$ cat config.mk
export PLATFORM = sky130hd
export DESIGN_NAME = etlca_ctrl
export DESIGN_NICKNAME = d
export VERILOG_FILES = /design/src/rtl/etlca_pkg.sv /design/src/rtl/etlca_ctrl.sv
export SDC_FILE = /design/constraint.sdc
export NUM_CORES = 1
export LEC_CHECK = 0
export ABC_AREA = 0
export ABC_CLOCK_PERIOD_IN_PS = 1300
export BUFFER_PORTS_ARGS = -buffer_cell sky130_fd_sc_hd__clkbuf_2
export CELL_PAD_IN_SITES_DETAIL_PLACEMENT = 1
export CELL_PAD_IN_SITES_GLOBAL_PLACEMENT = 2
export CORE_AREA = 8 8 55 66
export CTS_CLUSTER_DIAMETER = 60
export DETAILED_ROUTE_END_ITERATION = 16
export DIE_AREA = 0 0 63 74
export PLACE_DENSITY_LB_ADDON = 0.1
export SETUP_SLACK_MARGIN = 0.15
export SLEW_MARGIN = 25
export SYNTH_ARGS = -nofsm -noshare
export SYNTH_HDL_FRONTEND = slang
export SYNTH_SLANG_ARGS = --single-unit
$ cat constraint.sdc
create_clock -name clk -period 1.3 [get_ports clk]
set_input_delay 0.26 -clock clk [delete_from_list [all_inputs] [get_ports clk]]
set_output_delay 0.26 -clock clk [all_outputs]
set_load 0.02 [all_outputs]
$ cat src/rtl/etlca_pkg.sv
// Shared types and helpers for the Euler-tour LCA engine.
package etlca_pkg;

    // Commands from the controller to the datapath.
    typedef struct packed {
        logic load;     // store one tour entry
        logic q_start;  // launch node position reads
        logic q_order;  // saturate and order the two positions
        logic q_k;      // pick the table level for the span
        logic q_tab;    // read the two overlapping table windows
        logic q_mode;   // tour read serves a query
        logic tour_rd;  // read depths of the two candidates
        logic b_start;  // set up the table build
        logic b_fin;    // mark the table valid if the tour is not empty
        logic b_tab;    // read the two halves from the level below
        logic b_cmp;    // pick the winner, write it, step
        logic q_out;    // load the answer into the output register
        logic nr_out;   // load a not-ready answer
    } etlca_cmd_t;

    // Status from the datapath to the controller.
    typedef struct packed {
        logic ready;     // table built
        logic lv_zero;   // build needs no levels
        logic j_one;     // building level one
        logic last_i;    // last position of the current level
        logic last_j;    // current level is the top one
        logic short_rng; // span of at most two positions
        logic out_full;  // output register holds a beat that is not being taken
    } etlca_sts_t;

    // Index of the highest set bit, zero for zero.
    function automatic logic [4:0] floor_log2(input logic [31:0] x);
        logic [4:0] r;
        r = '0;
        for (int n = 1; n < 32; n++)
        begin
            if (x[n])
            begin
                r = 5'(n);
            end
        end
        return r;
    endfunction

endpackage

$ cat src/rtl/etlca_ctrl.sv
// Sequencer for loads, table build and queries of the LCA engine.
module etlca_ctrl
    import etlca_pkg::*;
(
    input  logic       clk,
    input  logic       rst_n,
    input  logic       in_valid,
    input  logic       in_cmd,
    input  logic       in_last,
    output logic       in_ready,
    input  etlca_sts_t sts,
    output etlca_cmd_t cmd
);

    typedef enum logic [3:0] {
        S_IDLE,
        S_BSTART,
        S_BCHK,
        S_BTAB,
        S_BTOUR,
        S_BCMP,
        S_QORD,
        S_QK,
        S_QTAB,
        S_QTOUR,
        S_QCMP,
        S_NR
    } state_t;

    state_t state_reg;
    state_t state_next;

    always_ff @(posedge clk or negedge rst_n)
    begin
        if (!rst_n)
        begin
            state_reg <= S_IDLE;
        end
        else
        begin
            state_reg <= state_next;
        end
    end

    always_comb
    begin
        state_next = state_reg;
        cmd        = '0;
        in_ready   = 1'b0;
        case (state_reg)
            S_IDLE:
            begin
                in_ready = 1'b1;
                if (in_valid)
                begin
                    if (!in_cmd)
                    begin
                        cmd.load = 1'b1;
                        if (in_last)
                        begin
                            state_next = S_BSTART;
                        end
                    end
                    else
                    begin
                        cmd.q_start = 1'b1;
                        state_next  = sts.ready ? S_QORD : S_NR;
                    end
                end
            end
            S_BSTART:
            begin
                cmd.b_start = 1'b1;
                state_next  = S_BCHK;
            end
            S_BCHK:
            begin
                if (sts.lv_zero)
                begin
                    cmd.b_fin  = 1'b1;
                    state_next = S_IDLE;
                end
                else
                begin
                    state_next = S_BTOUR;
                end
            end
            S_BTAB:
            begin
                cmd.b_tab  = 1'b1;
                state_next = S_BTOUR;
            end
            S_BTOUR:
            begin
                cmd.tour_rd = 1'b1;
                state_next  = S_BCMP;
            end
            S_BCMP:
            begin
                cmd.b_cmp = 1'b1;
                if (sts.last_i && sts.last_j)
                begin
                    cmd.b_fin  = 1'b1;
                    state_next = S_IDLE;
                end
                else if (sts.last_i)
                begin
                    state_next = S_BTAB;
                end
                else
                begin
                    state_next = sts.j_one ? S_BTOUR : S_BTAB;
                end
            end
            S_QORD:
            begin
                cmd.q_order = 1'b1;
                state_next  = S_QK;
            end
            S_QK:
            begin
                cmd.q_k    = 1'b1;
                state_next = sts.short_rng ? S_QTOUR : S_QTAB;
            end
            S_QTAB:
            begin
                cmd.q_tab  = 1'b1;
                state_next = S_QTOUR;
            end
            S_QTOUR:
            begin
                cmd.tour_rd = 1'b1;
                cmd.q_mode  = 1'b1;
                state_next  = S_QCMP;
            end
            S_QCMP:
            begin
                if (!sts.out_full)
                begin
                    cmd.q_out  = 1'b1;
                    state_next = S_IDLE;
                end
            end
            S_NR:
            begin
                if (!sts.out_full)
                begin
                    cmd.nr_out = 1'b1;
                    state_next = S_IDLE;
                end
            end
            default:
            begin
                state_next = S_IDLE;
            end
        endcase
    end

endmodule

## Word-level counts from Yosys, hierarchy flattened

Index checks and enable logic that the tools add are counted.

- Memory bits (writable): 0
- Bits in read-only memories: 0
- Output and inout port bits: 14
- Input bits: 12
- Bits in latches: 0
- Memories: 0
- Register bits after elaboration: 4

- Add/sub/neg operators: 0
- Shifts and indexed selects: 0
- Order comparisons: 0
- Multiplexer cells: 30
- Bitwise gates (word level): 0
- Reduce and logical (&&, ||, !) cells: 5
- Div/mod/pow operators: 0
- $mul: 0
- Equality and inequality tests: 14

Operators with widths:

| cell | number |
|---|---|
| 4-bit case mux with 11 select lines | 1 |
| 4-bit two-way mux | 6 |
| 1-bit two-way mux | 17 |
| 4-bit by 3-bit == test with 1-bit output (second input constant) | 4 |
| 4-bit == test (second input constant) | 4 |
| 3-bit two-way mux | 3 |
| 4-bit by 2-bit == test with 1-bit output (second input constant) | 2 |
| 4-bit by 1-bit == test with 1-bit output (second input constant) | 1 |
| 4-bit zero test | 1 |
| 2-bit two-way mux | 2 |
| 2-bit inequality test (second input constant) | 2 |
| 2-bit OR reduction | 2 |
| 3-bit inequality test (second input constant) | 1 |
| 3-bit AND reduction | 1 |
| 1-bit case mux with 2 select lines | 1 |
| 1-bit logical AND | 1 |

## Logic depth before layout (Yosys ltp)

Gate-level depths: netlist (run 1).

- Depth in word-level cells: 4
- Mapped depth: 5
- Mapped depth without buffers: 4

## Worst setup path after synthesis (run 1)

Ideal clock, no wire load.

- Path type: reg2out
- Start point: register state_reg[0]
- End point: output cmd[12] (netlist name)
- Slack: -263 ps
- Path buffers: 0
- Arrival time: 1303 ps
- Stages on the path, launching flop included: 4
- Data required time: 1040 ps
- Cell sequence: dfrtp_1 -> nor4_4 -> nand2_1 -> nor2_1

RTL lines:

| element | line | source |
|---|---|---|
| start: declaration | etlca_ctrl.sv:30 | `state_t state_reg;` |
| start signal: assignment | etlca_ctrl.sv:41 | `state_reg <= state_next;` |
| end: declaration | etlca_ctrl.sv:12 | `output etlca_cmd_t cmd` |

==> results.json, run 1 <==
{
  "status": "finished with violations",
  "failed_checks": "negative setup slack",
  "r2r-start": "state_reg[3]",
  "slowest_stage": "dfrtp_2",
  "worst_ep_required_time_ps": 1040,
  "setup_slack_ps": -433.4,
  "max_freq_ghz": 0.5769,
  "p_leak_nw": 0.5553,
  "ys_types": 25,
  "htree_levels": 1,
  "dpl.hpwl_um": 1727,
  "die_h_um": 74,
  "hold_viol_final": 0,
  "cp_top_family": "simple AND/OR/NAND/NOR gates",
  "antenna_found_initial": 0,
  "hold-worst-slack_ps": 367.9,
  "critPathLaunch": "state_reg[3]",
  "ant_nets": 0,
  "syn_inst": 64,
  "drt_first_pass_iters": 3,
  "clockBufferDepth": 2,
  "drtIter0Drc": 9,
  "synth.area.top_cells": "dfrtp_1 21%, nor2_1 9.6%, nand2b_1 8.0%, nor3_1 5.3%, nand2_1 4.8%",
  "finalWirelength_um": 2408,
  "seqPwrFrac_pct": 10.1,
  "drive_above_1_share_pct": 75.20,
  "largest_reg_flops": 4,
  "first_global_vias": 797,
  "core_area_sq_um": 2654,
  "gp_congestion": 0.8111,
  "io_pins": 26,
  "worstMarginPinSlew_ps": 330.8,
  "grt_overflow": 0,
  "io_buffers": 25,
  "worstSkewPairLatency_ps": 230,
  "grt_max_degree": 9,
  "syn_area_sq_um": 469.2,
  "relSlewSlack_pct": 77.71,
  "die_width_um": 63,
  "ys_ff_latch": 4,
  "cts_root_buf": "clkbuf_4",
  "clockPowerShare_pct": 4.7,
  "swShare_pct": 41.66,
  "grt_first_pass_wirelength_um": 3732,
  "finalSetupViolCount": 18,
  "vias_per_cell": 4.616,
  "rsz0062_at_grt": "yes",
  "synthArstFlopShare_pct": 100.0,
  "path_class": "reg -> out",
  "yosysTopAreaCell": "dfrtp_1",
  "worst-path-buf-inv": 2,
  "synth_edf_count": 0,
  "synth_top_cell_area_share_pct": 21.33,
  "synth_seq_area_share_pct": 21.33,
  "slew_violations": 0,
  "p_total_mw": 3.230,
  "ys.warnings.count": 0,
  "worstPathArrival_ps": 1470,
  "pwr-share-comb_pct": 85.2,
  "critPathLaunchType": "register",
  "cts.sinks": 4,
  "cts_tree": "done",
  "clk_pin_slew_ps": 40,
  "path_common_cell": "buf_6",
  "worstPathMaxFanout": 4,
  "syn_to_final_growth_pct": 172.5,
  "p_switching_mw": 1.346,
  "drc_errors": 0,
  "synth_nets": 76,
  "power_density_nw_per_um2": 2526,
  "antenna_cells": 0,
  "vias": 734,
  "synth_top_cells_by_count": "12 x nor2_1, 6 x nand2_1, 6 x nand2b_1",
  "dieArea_sq_um": 4662,
  "power.internal_mw": 1.885,
  "grt_util_all_layers_pct": 10.09,
  "cts_buffers": 3,
  "slowest_delay_ps": 400,
  "start_util_pct": 17.68,
  "peakVddDrop_v": 0.001049,
  "fin_nets": 139,
  "avgRoutedWirePerCell_um": 15.14,
  "period_share_pct": 133.3,
  "finClkSkew_ps": 0.6143,
  "place_ws_ps": -252.9,
  "crit_chain": "buf_6 -> nor4_4 -> and3_4 -> buf_6",
  "hold_path.class": "in -> async",
  "drv_cap": 0,
  "syn_avg_cell_area_sq_um": 7.331,
  "yosys_most_used_dff": "dfrtp_1",
  "synth_most_common_cell": "nor2_1",
  "final_core_util_pct": 48.18,
  "fin_crit_ps": 1733,
  "end_kind": "primary output",
  "rows": 21
}
[power by group through the flow]
stage | registers, mW | logic, mW | clock network [mW]
detailed placement | 0.330 | 1.88 | 0
finish | 0.325 | 2.75 | 0.153
CTS | 0.326 | 2.48 | 0.157
global placement | 0.318 | 1.89 | 0
global route | 0.338 | 2.93 | 0.164
floorplan | 0.270 | 1.18 | 0
[logic make-up (layout without fill, tap and decap cells)]
kind of cell,count (synthesis),after routing,synth area share [%]
flip-flops,4,4,21.33
buffers and inverters,4,65,6.134
AO/OA/AOI/OAI,15,15,22.13
AND/OR/NAND/NOR,41,41,50.40
[through the flow]
| stage | cells | instance area, sq um | setup TNS (ps) |
|---|---|---|---|
| floorplan | 64 | 599.3 | -999.0 |
| global placement | 140 | 908.4 | -2364 |
| detailed placement | 140 | 908.4 | -2697 |
| CTS | 155 | 1182 | -5471 |
| global route | 159 | 1279 | -7010 |
| finish | 159 | 1279 | -6094 |
[cells in the final DEF (no fill, tap or decap), types with 2 or more instances in the layout]
| cell type | netlist | layout |
|---|---|---|
| buf_12 | 0 | 2 |
| a21oi_1 | 4 | 3 |
| nor2_2 | 0 | 4 |
| nand2b_1 | 6 | 2 |
| dfrtp_2 | 0 | 4 |
| nor2_4 | 0 | 5 |
| nor2_1 | 12 | 3 |
| o31a_1 | 2 | 2 |
| nand2_1 | 6 | 4 |
| nand2b_4 | 1 | 5 |
| clkbuf_8 | 0 | 4 |
| a32o_1 | 2 | 2 |
| buf_4 | 1 | 21 |
| nor3_4 | 0 | 2 |
| nor2b_1 | 3 | 2 |
| o21ai_0 | 3 | 3 |
| buf_8 | 0 | 9 |
| buf_6 | 1 | 14 |
| nor3_2 | 0 | 2 |
| clkbuf_4 | 0 | 3 |
| clkbuf_2 | 0 | 11 |
[worst register-to-register path, cell delays in order, from the launching register on]
cell and delay, ps:
dfrtp_2 400, buf_6 120, nor4_4 370, buf_4 180, buf_6 90, a21oi_4 50, a221o_1 330
[area by class of cell]
cell class,instances,area (sq um)
fill,313,1375
timing repair buffer,62,610.6
multi-input combinational,56,498.0
sequential,4,105.1
tap,34,42.54
clock buffer,3,22.52
[repair_timing]
action,4_1_cts,5_1_grt
resized for setup,42,25
setup endpoints to repair,18,18
pin swaps,6,10
endpoints found under the hold margin,4,0
setup buffers,11,4
hold buffers,1,0
[worst paths after layout]
kind	end	slack [ps]	cells after the start
max	cmd[11]	-430	4
min	state_reg[1]	370	2
max reg2reg	state_reg[0]	-370	6
min reg2reg	state_reg[1]	860	3
max in group asynchronous	state_reg[2]	800	2
min in group clk	state_reg[1]	420	2
[per-layer routing]
metal / vias up / part of all wire (%) / track usage (%) / routed length, um
met5: - / 0 / 0 / 0
met4: 0 / 2.3 / 5.584 / 55
met3: 4 / 4.2 / 2.259 / 101
met2: 22 / 55 / 18.24 / 1330
met1: 353 / 38 / 10.71 / 922
li1: 355 / - / - / -
Note: power is estimated with default switching activity, not from simulation.
==> run 2: changes to the inputs <==
SKIP_LAST_GASP = 1   (was unset)
==> run 2 against run 1 <==
  * The run still ends with negative setup slack left
  * Clock skew is essentially flat
  * Via count decreased by 1.1%
  * Core utilization down 2.5 points
==> results.json, run 2 (synthesized netlist as in run 1, its figures left out) <==
{
  "peakVddDrop_v": 0.0009590,
  "hold_path.class": "in -> async",
  "fin_nets": 138,
  "rsz0062_at_grt": "yes",
  "drive_above_1_share_pct": 70.97,
  "relSlewSlack_pct": 77.12,
  "failed_checks": "negative setup slack",
  "drtIter0Drc": 6,
  "clockBufferDepth": 2,
  "multi_input_area_sq_um": 473.0,
  "dieArea_sq_um": 4662,
  "finalWirelength_um": 2279,
  "cp_top_family": "simple AND/OR/NAND/NOR gates",
  "wl_met2_um": 1226,
  "avgRoutedWirePerCell_um": 14.42,
  "dpl.hpwl_um": 1727,
  "power.internal_mw": 1.771,
  "rows": 21,
  "final_area_sq_um": 1211,
  "dpl_cell_area_sq_um": 908.4,
  "seqPwrFrac_pct": 10.8,
  "worstMarginPinSlew_ps": 339.7,
  "clockPowerShare_pct": 5.0,
  "final_common_cell": "buf_4",
  "fin_crit_ps": 1684,
  "largest_reg_flops": 4,
  "cts_tree": "done",
  "status": "finished with violations",
  "grt_util_all_layers_pct": 9.991,
  "io_pins": 26,
  "cts.sinks": 4,
  "drv_cap": 0,
  "p_switching_mw": 1.277,
  "grt_first_pass_wirelength_um": 3691,
  "worst-path-buf-inv": 1,
  "die_h_um": 74,
  "slew_violations": 0,
  "io_buffers": 25,
  "vias": 726,
  "core_area_sq_um": 2654,
  "final_cells": 158,
  "layout_common_cells": "24 x buf_4, 11 x clkbuf_2, 11 x buf_6",
  "cts_root_buf": "clkbuf_4",
  "ant_nets": 0,
  "path_class": "reg -> out",
  "slowest_stage": "dfrtp_2",
  "drt_first_pass_iters": 4,
  "clk_pin_slew_ps": 40,
  "start_util_pct": 17.68,
  "grt_overflow": 0,
  "p_leak_nw": 0.5331,
  "swShare_pct": 41.90,
  "pwr-share-comb_pct": 84.2,
  "fillers": 316,
  "period_share_pct": 129.5,
  "worstPathMaxFanout": 6,
  "drc_errors": 0,
  "antenna_found_initial": 0,
  "end_kind": "primary output",
  "power_density_nw_per_um2": 2516,
  "worstPathArrival_ps": 1420,
  "syn_to_final_growth_pct": 158.1,
  "crit_chain": "nor4_4 -> nand2_1 -> nor2_4 -> clkbuf_8",
  "antenna_cells": 0,
  "grt_max_degree": 9,
  "critPathLaunchType": "register",
  "htree_levels": 1,
  "first_global_vias": 784,
  "setup_slack_ps": -383.6,
  "setup_tns_ps": -5095,
  "gp_congestion": 0.8111,
  "slowest_delay_ps": 450,
  "place_ws_ps": -252.9,
  "hold_viol_final": 0,
  "die_width_um": 63,
  "finClkSkew_ps": 1.025,
  "m1WireLength_um": 905,
  "wl_met3_um": 101,
  "max_freq_ghz": 0.5940,
  "cts_buffers": 3,
  "worst_ep_required_time_ps": 1040,
  "dp_cells": 140,
  "vias_per_cell": 4.595,
  "top_layer_used": "met4",
  "hold-worst-slack_ps": 369.3,
  "regArea_sq_um": 105.1,
  "worstSkewPairLatency_ps": 230,
  "finalSetupViolCount": 18
}
run 2: power groups by stage:
| stage | combinational [mW] | clock, mW | sequential (mW) |
|---|---|---|---|
| floorplan | 1.18 | 0 | 0.270 |
| global placement | 1.89 | 0 | 0.318 |
| detailed placement | 1.88 | 0 | 0.330 |
| CTS | 2.46 | 0.157 | 0.324 |
| global route | 2.76 | 0.164 | 0.340 |
| finish | 2.57 | 0.153 | 0.328 |
run 2: per-stage QoR:
step / utilization [%] / total power, mW
CTS: 44.18 / 2.943
finish: 45.64 / 3.048
floorplan: - / 1.450
global route: 45.64 / 3.261
detailed placement: 34.23 / 2.212
global placement: 34.23 / 2.207
run 2: final timing paths:
kind                                 to          from  slack [ps]  cells past startpoint
min reg2reg                state_reg[1]  state_reg[1]         860                      3
min                        state_reg[1]         rst_n         370                      2
max                             cmd[12]  state_reg[0]        -380                      4
min in group clk           state_reg[1]        sts[0]         410                      2
max in group asynchronous  state_reg[2]         rst_n         790                      2
max reg2reg                state_reg[0]  state_reg[1]        -280                      6
run 2: cell type report:
type                       instances  share of cell area (%)
clock buffer                       3                   1.860
multi-input combinational         56                   39.05
sequential                         4                   8.678
tap                               34                   3.512
timing repair buffer              61                   46.90
run 2: routing by layer:
metal	global-route usage, %	vias to the layer above
met1	10.63	347
li1	-	353
met4	5.330	0
met2	18.02	22
met5	0	-
met3	2.410	4
run 2: repair_timing:
action                                 in CTS  in global routing
pin swaps                                   6                  2
buffers inserted                           11                  3
hold buffers                                1                  0
endpoints found under the hold margin       4                  0
cloned                                      0                  0
setup endpoints to repair                  18                 18
resized for setup                          40                 10
==> run 3: changes to the inputs <==
MAX_ROUTING_LAYER = met4   (was unset)
==> run 3 against run 2 <==
  * The flow still finishes with violations (negative setup slack)
  * Core utilization is the same
  * Combinational power is essentially flat
  * Register-to-register slack is essentially flat
  * Wire length grew 0.26%
  * Critical path type unchanged
  * Critical endpoint unchanged
==> results.json, run 3 (synthesized netlist as in run 1, its figures left out) <==
{
  "io_buffers": 25,
  "clk_pin_slew_ps": 40,
  "rows": 21,
  "vias": 725,
  "drc_errors": 0,
  "p_leak_nw": 0.5331,
  "hold_path.class": "in -> async",
  "dieArea_sq_um": 4662,
  "rsz0062_at_grt": "yes",
  "worstPathArrival_ps": 1420,
  "io_pins": 26,
  "drt_first_pass_iters": 4,
  "cts.sinks": 4,
  "largest_reg_flops": 4,
  "slew_violations": 0,
  "first_global_vias": 786,
  "final_common_cell": "buf_4",
  "cts_tree": "done",
  "dpl.hpwl_um": 1727,
  "peakVddDrop_v": 0.0009590,
  "antenna_found_initial": 0,
  "grtUsageMet2_pct": 18.02,
  "worstMarginPinSlew_ps": 339.7,
  "grt_util_all_layers_pct": 10.28,
  "cts_root_buf": "clkbuf_4",
  "syn_to_final_growth_pct": 158.1,
  "avgRoutedWirePerCell_um": 14.46,
  "layout_common_cells": "24 x buf_4, 11 x clkbuf_2, 11 x buf_6",
  "cts_buffers": 3,
  "finalSetupViolCount": 18,
  "grt_overflow": 0,
  "place_ws_ps": -252.9,
  "status": "finished with violations",
  "power_density_nw_per_um2": 2518,
  "finalWirelength_um": 2285,
  "core_area_sq_um": 2654,
  "failed_checks": "negative setup slack",
  "setup_tns_ps": -5097,
  "worst_ep_required_time_ps": 1040,
  "finClkSkew_ps": 1.025,
  "fin_crit_ps": 1684,
  "end_kind": "primary output",
  "final_cells": 158,
  "drv_cap": 0,
  "grt_busiest_layer": "met2",
  "dp_cells": 140,
  "die_h_um": 74,
  "critPathLaunchType": "register",
  "vias_per_cell": 4.589,
  "clockBufferDepth": 2,
  "period_share_pct": 129.5,
  "htree_levels": 1,
  "worstSkewPairLatency_ps": 230,
  "max_freq_ghz": 0.5940,
  "use_met3_pct": 1.807,
  "hold-worst-slack_ps": 369.3,
  "antenna_cells": 0,
  "ff2ff_path_depth": 6,
  "grt_first_pass_wirelength_um": 3691,
  "use_met1_pct": 10.98,
  "relSlewSlack_pct": 77.12,
  "fin_nets": 138,
  "path_class": "reg -> out",
  "drive_above_1_share_pct": 70.97,
  "die_width_um": 63,
  "grt_max_degree": 9,
  "gp_congestion": 0.8229,
  "setup_slack_ps": -383.6,
  "ant_nets": 0,
  "start_util_pct": 17.68,
  "worstPathMaxFanout": 6,
  "hold_viol_final": 0,
  "drtIter0Drc": 6
}
## run 3: cell counts in the layout (fill, tap and decap cells not counted)
No cell type changed its count.
## run 3: per-stage QoR
stage,cell area [sq um],utilization (%),power (mW)
2_1_floorplan,599.3,-,1.450
3_3_place_gp,908.4,34.23,2.207
3_5_place_dp,908.4,34.23,2.212
4_1_cts,1172,44.18,2.943
5_1_grt,1211,45.64,3.261
6_report,1211,45.64,3.049
## run 3: report_power, final
part	internal (mW)	total (mW)	switching (mW)
registers	0.201	0.328	0.128
logic	1.47	2.57	1.10
clock network	0.103	0.153	0.0498
total	1.77	3.05	1.28
## run 3: path summary, 6_finish.rpt
kind                                      to  slack (ps)    startpoint
worst min-delay path            state_reg[1]         370         rst_n
worst max-delay path                 cmd[12]        -380  state_reg[0]
worst min register to register  state_reg[1]         860  state_reg[1]
max in group asynchronous       state_reg[2]         790         rst_n
min in group clk                state_reg[1]         410        sts[0]
worst max register to register  state_reg[0]        -280  state_reg[1]
## run 3: worst max-delay path, stage by stage (launching register included)
cell	delay [ps]
dfrtp_2	450
nor4_4	350
nand2_1	140
nor2_4	100
clkbuf_8	140
## run 3: layout make-up
cell class | count | area (sq um)
Clock buffer | 3 | 22.52
Fill cell | 316 | 1443
Multi-Input combinational cell | 56 | 473.0
Sequential cell | 4 | 105.1
Tap cell | 34 | 42.54
Timing Repair Buffer | 61 | 568.0
## run 3: timing repair
item / CTS / global route
endpoints found under the hold margin: 4 / 0
gates resized for setup: 40 / 10
hold buffers: 1 / 0
setup endpoints to repair: 18 / 18
buffers inserted: 11 / 3
pin swaps: 6 / 2
## run 3: metal layers
metal / vias to the layer above / routed length [um]
met5: - / 0
met4: 0 / 45
met3: 4 / 74
met2: 22 / 1227
met1: 346 / 937
li1: 353 / -
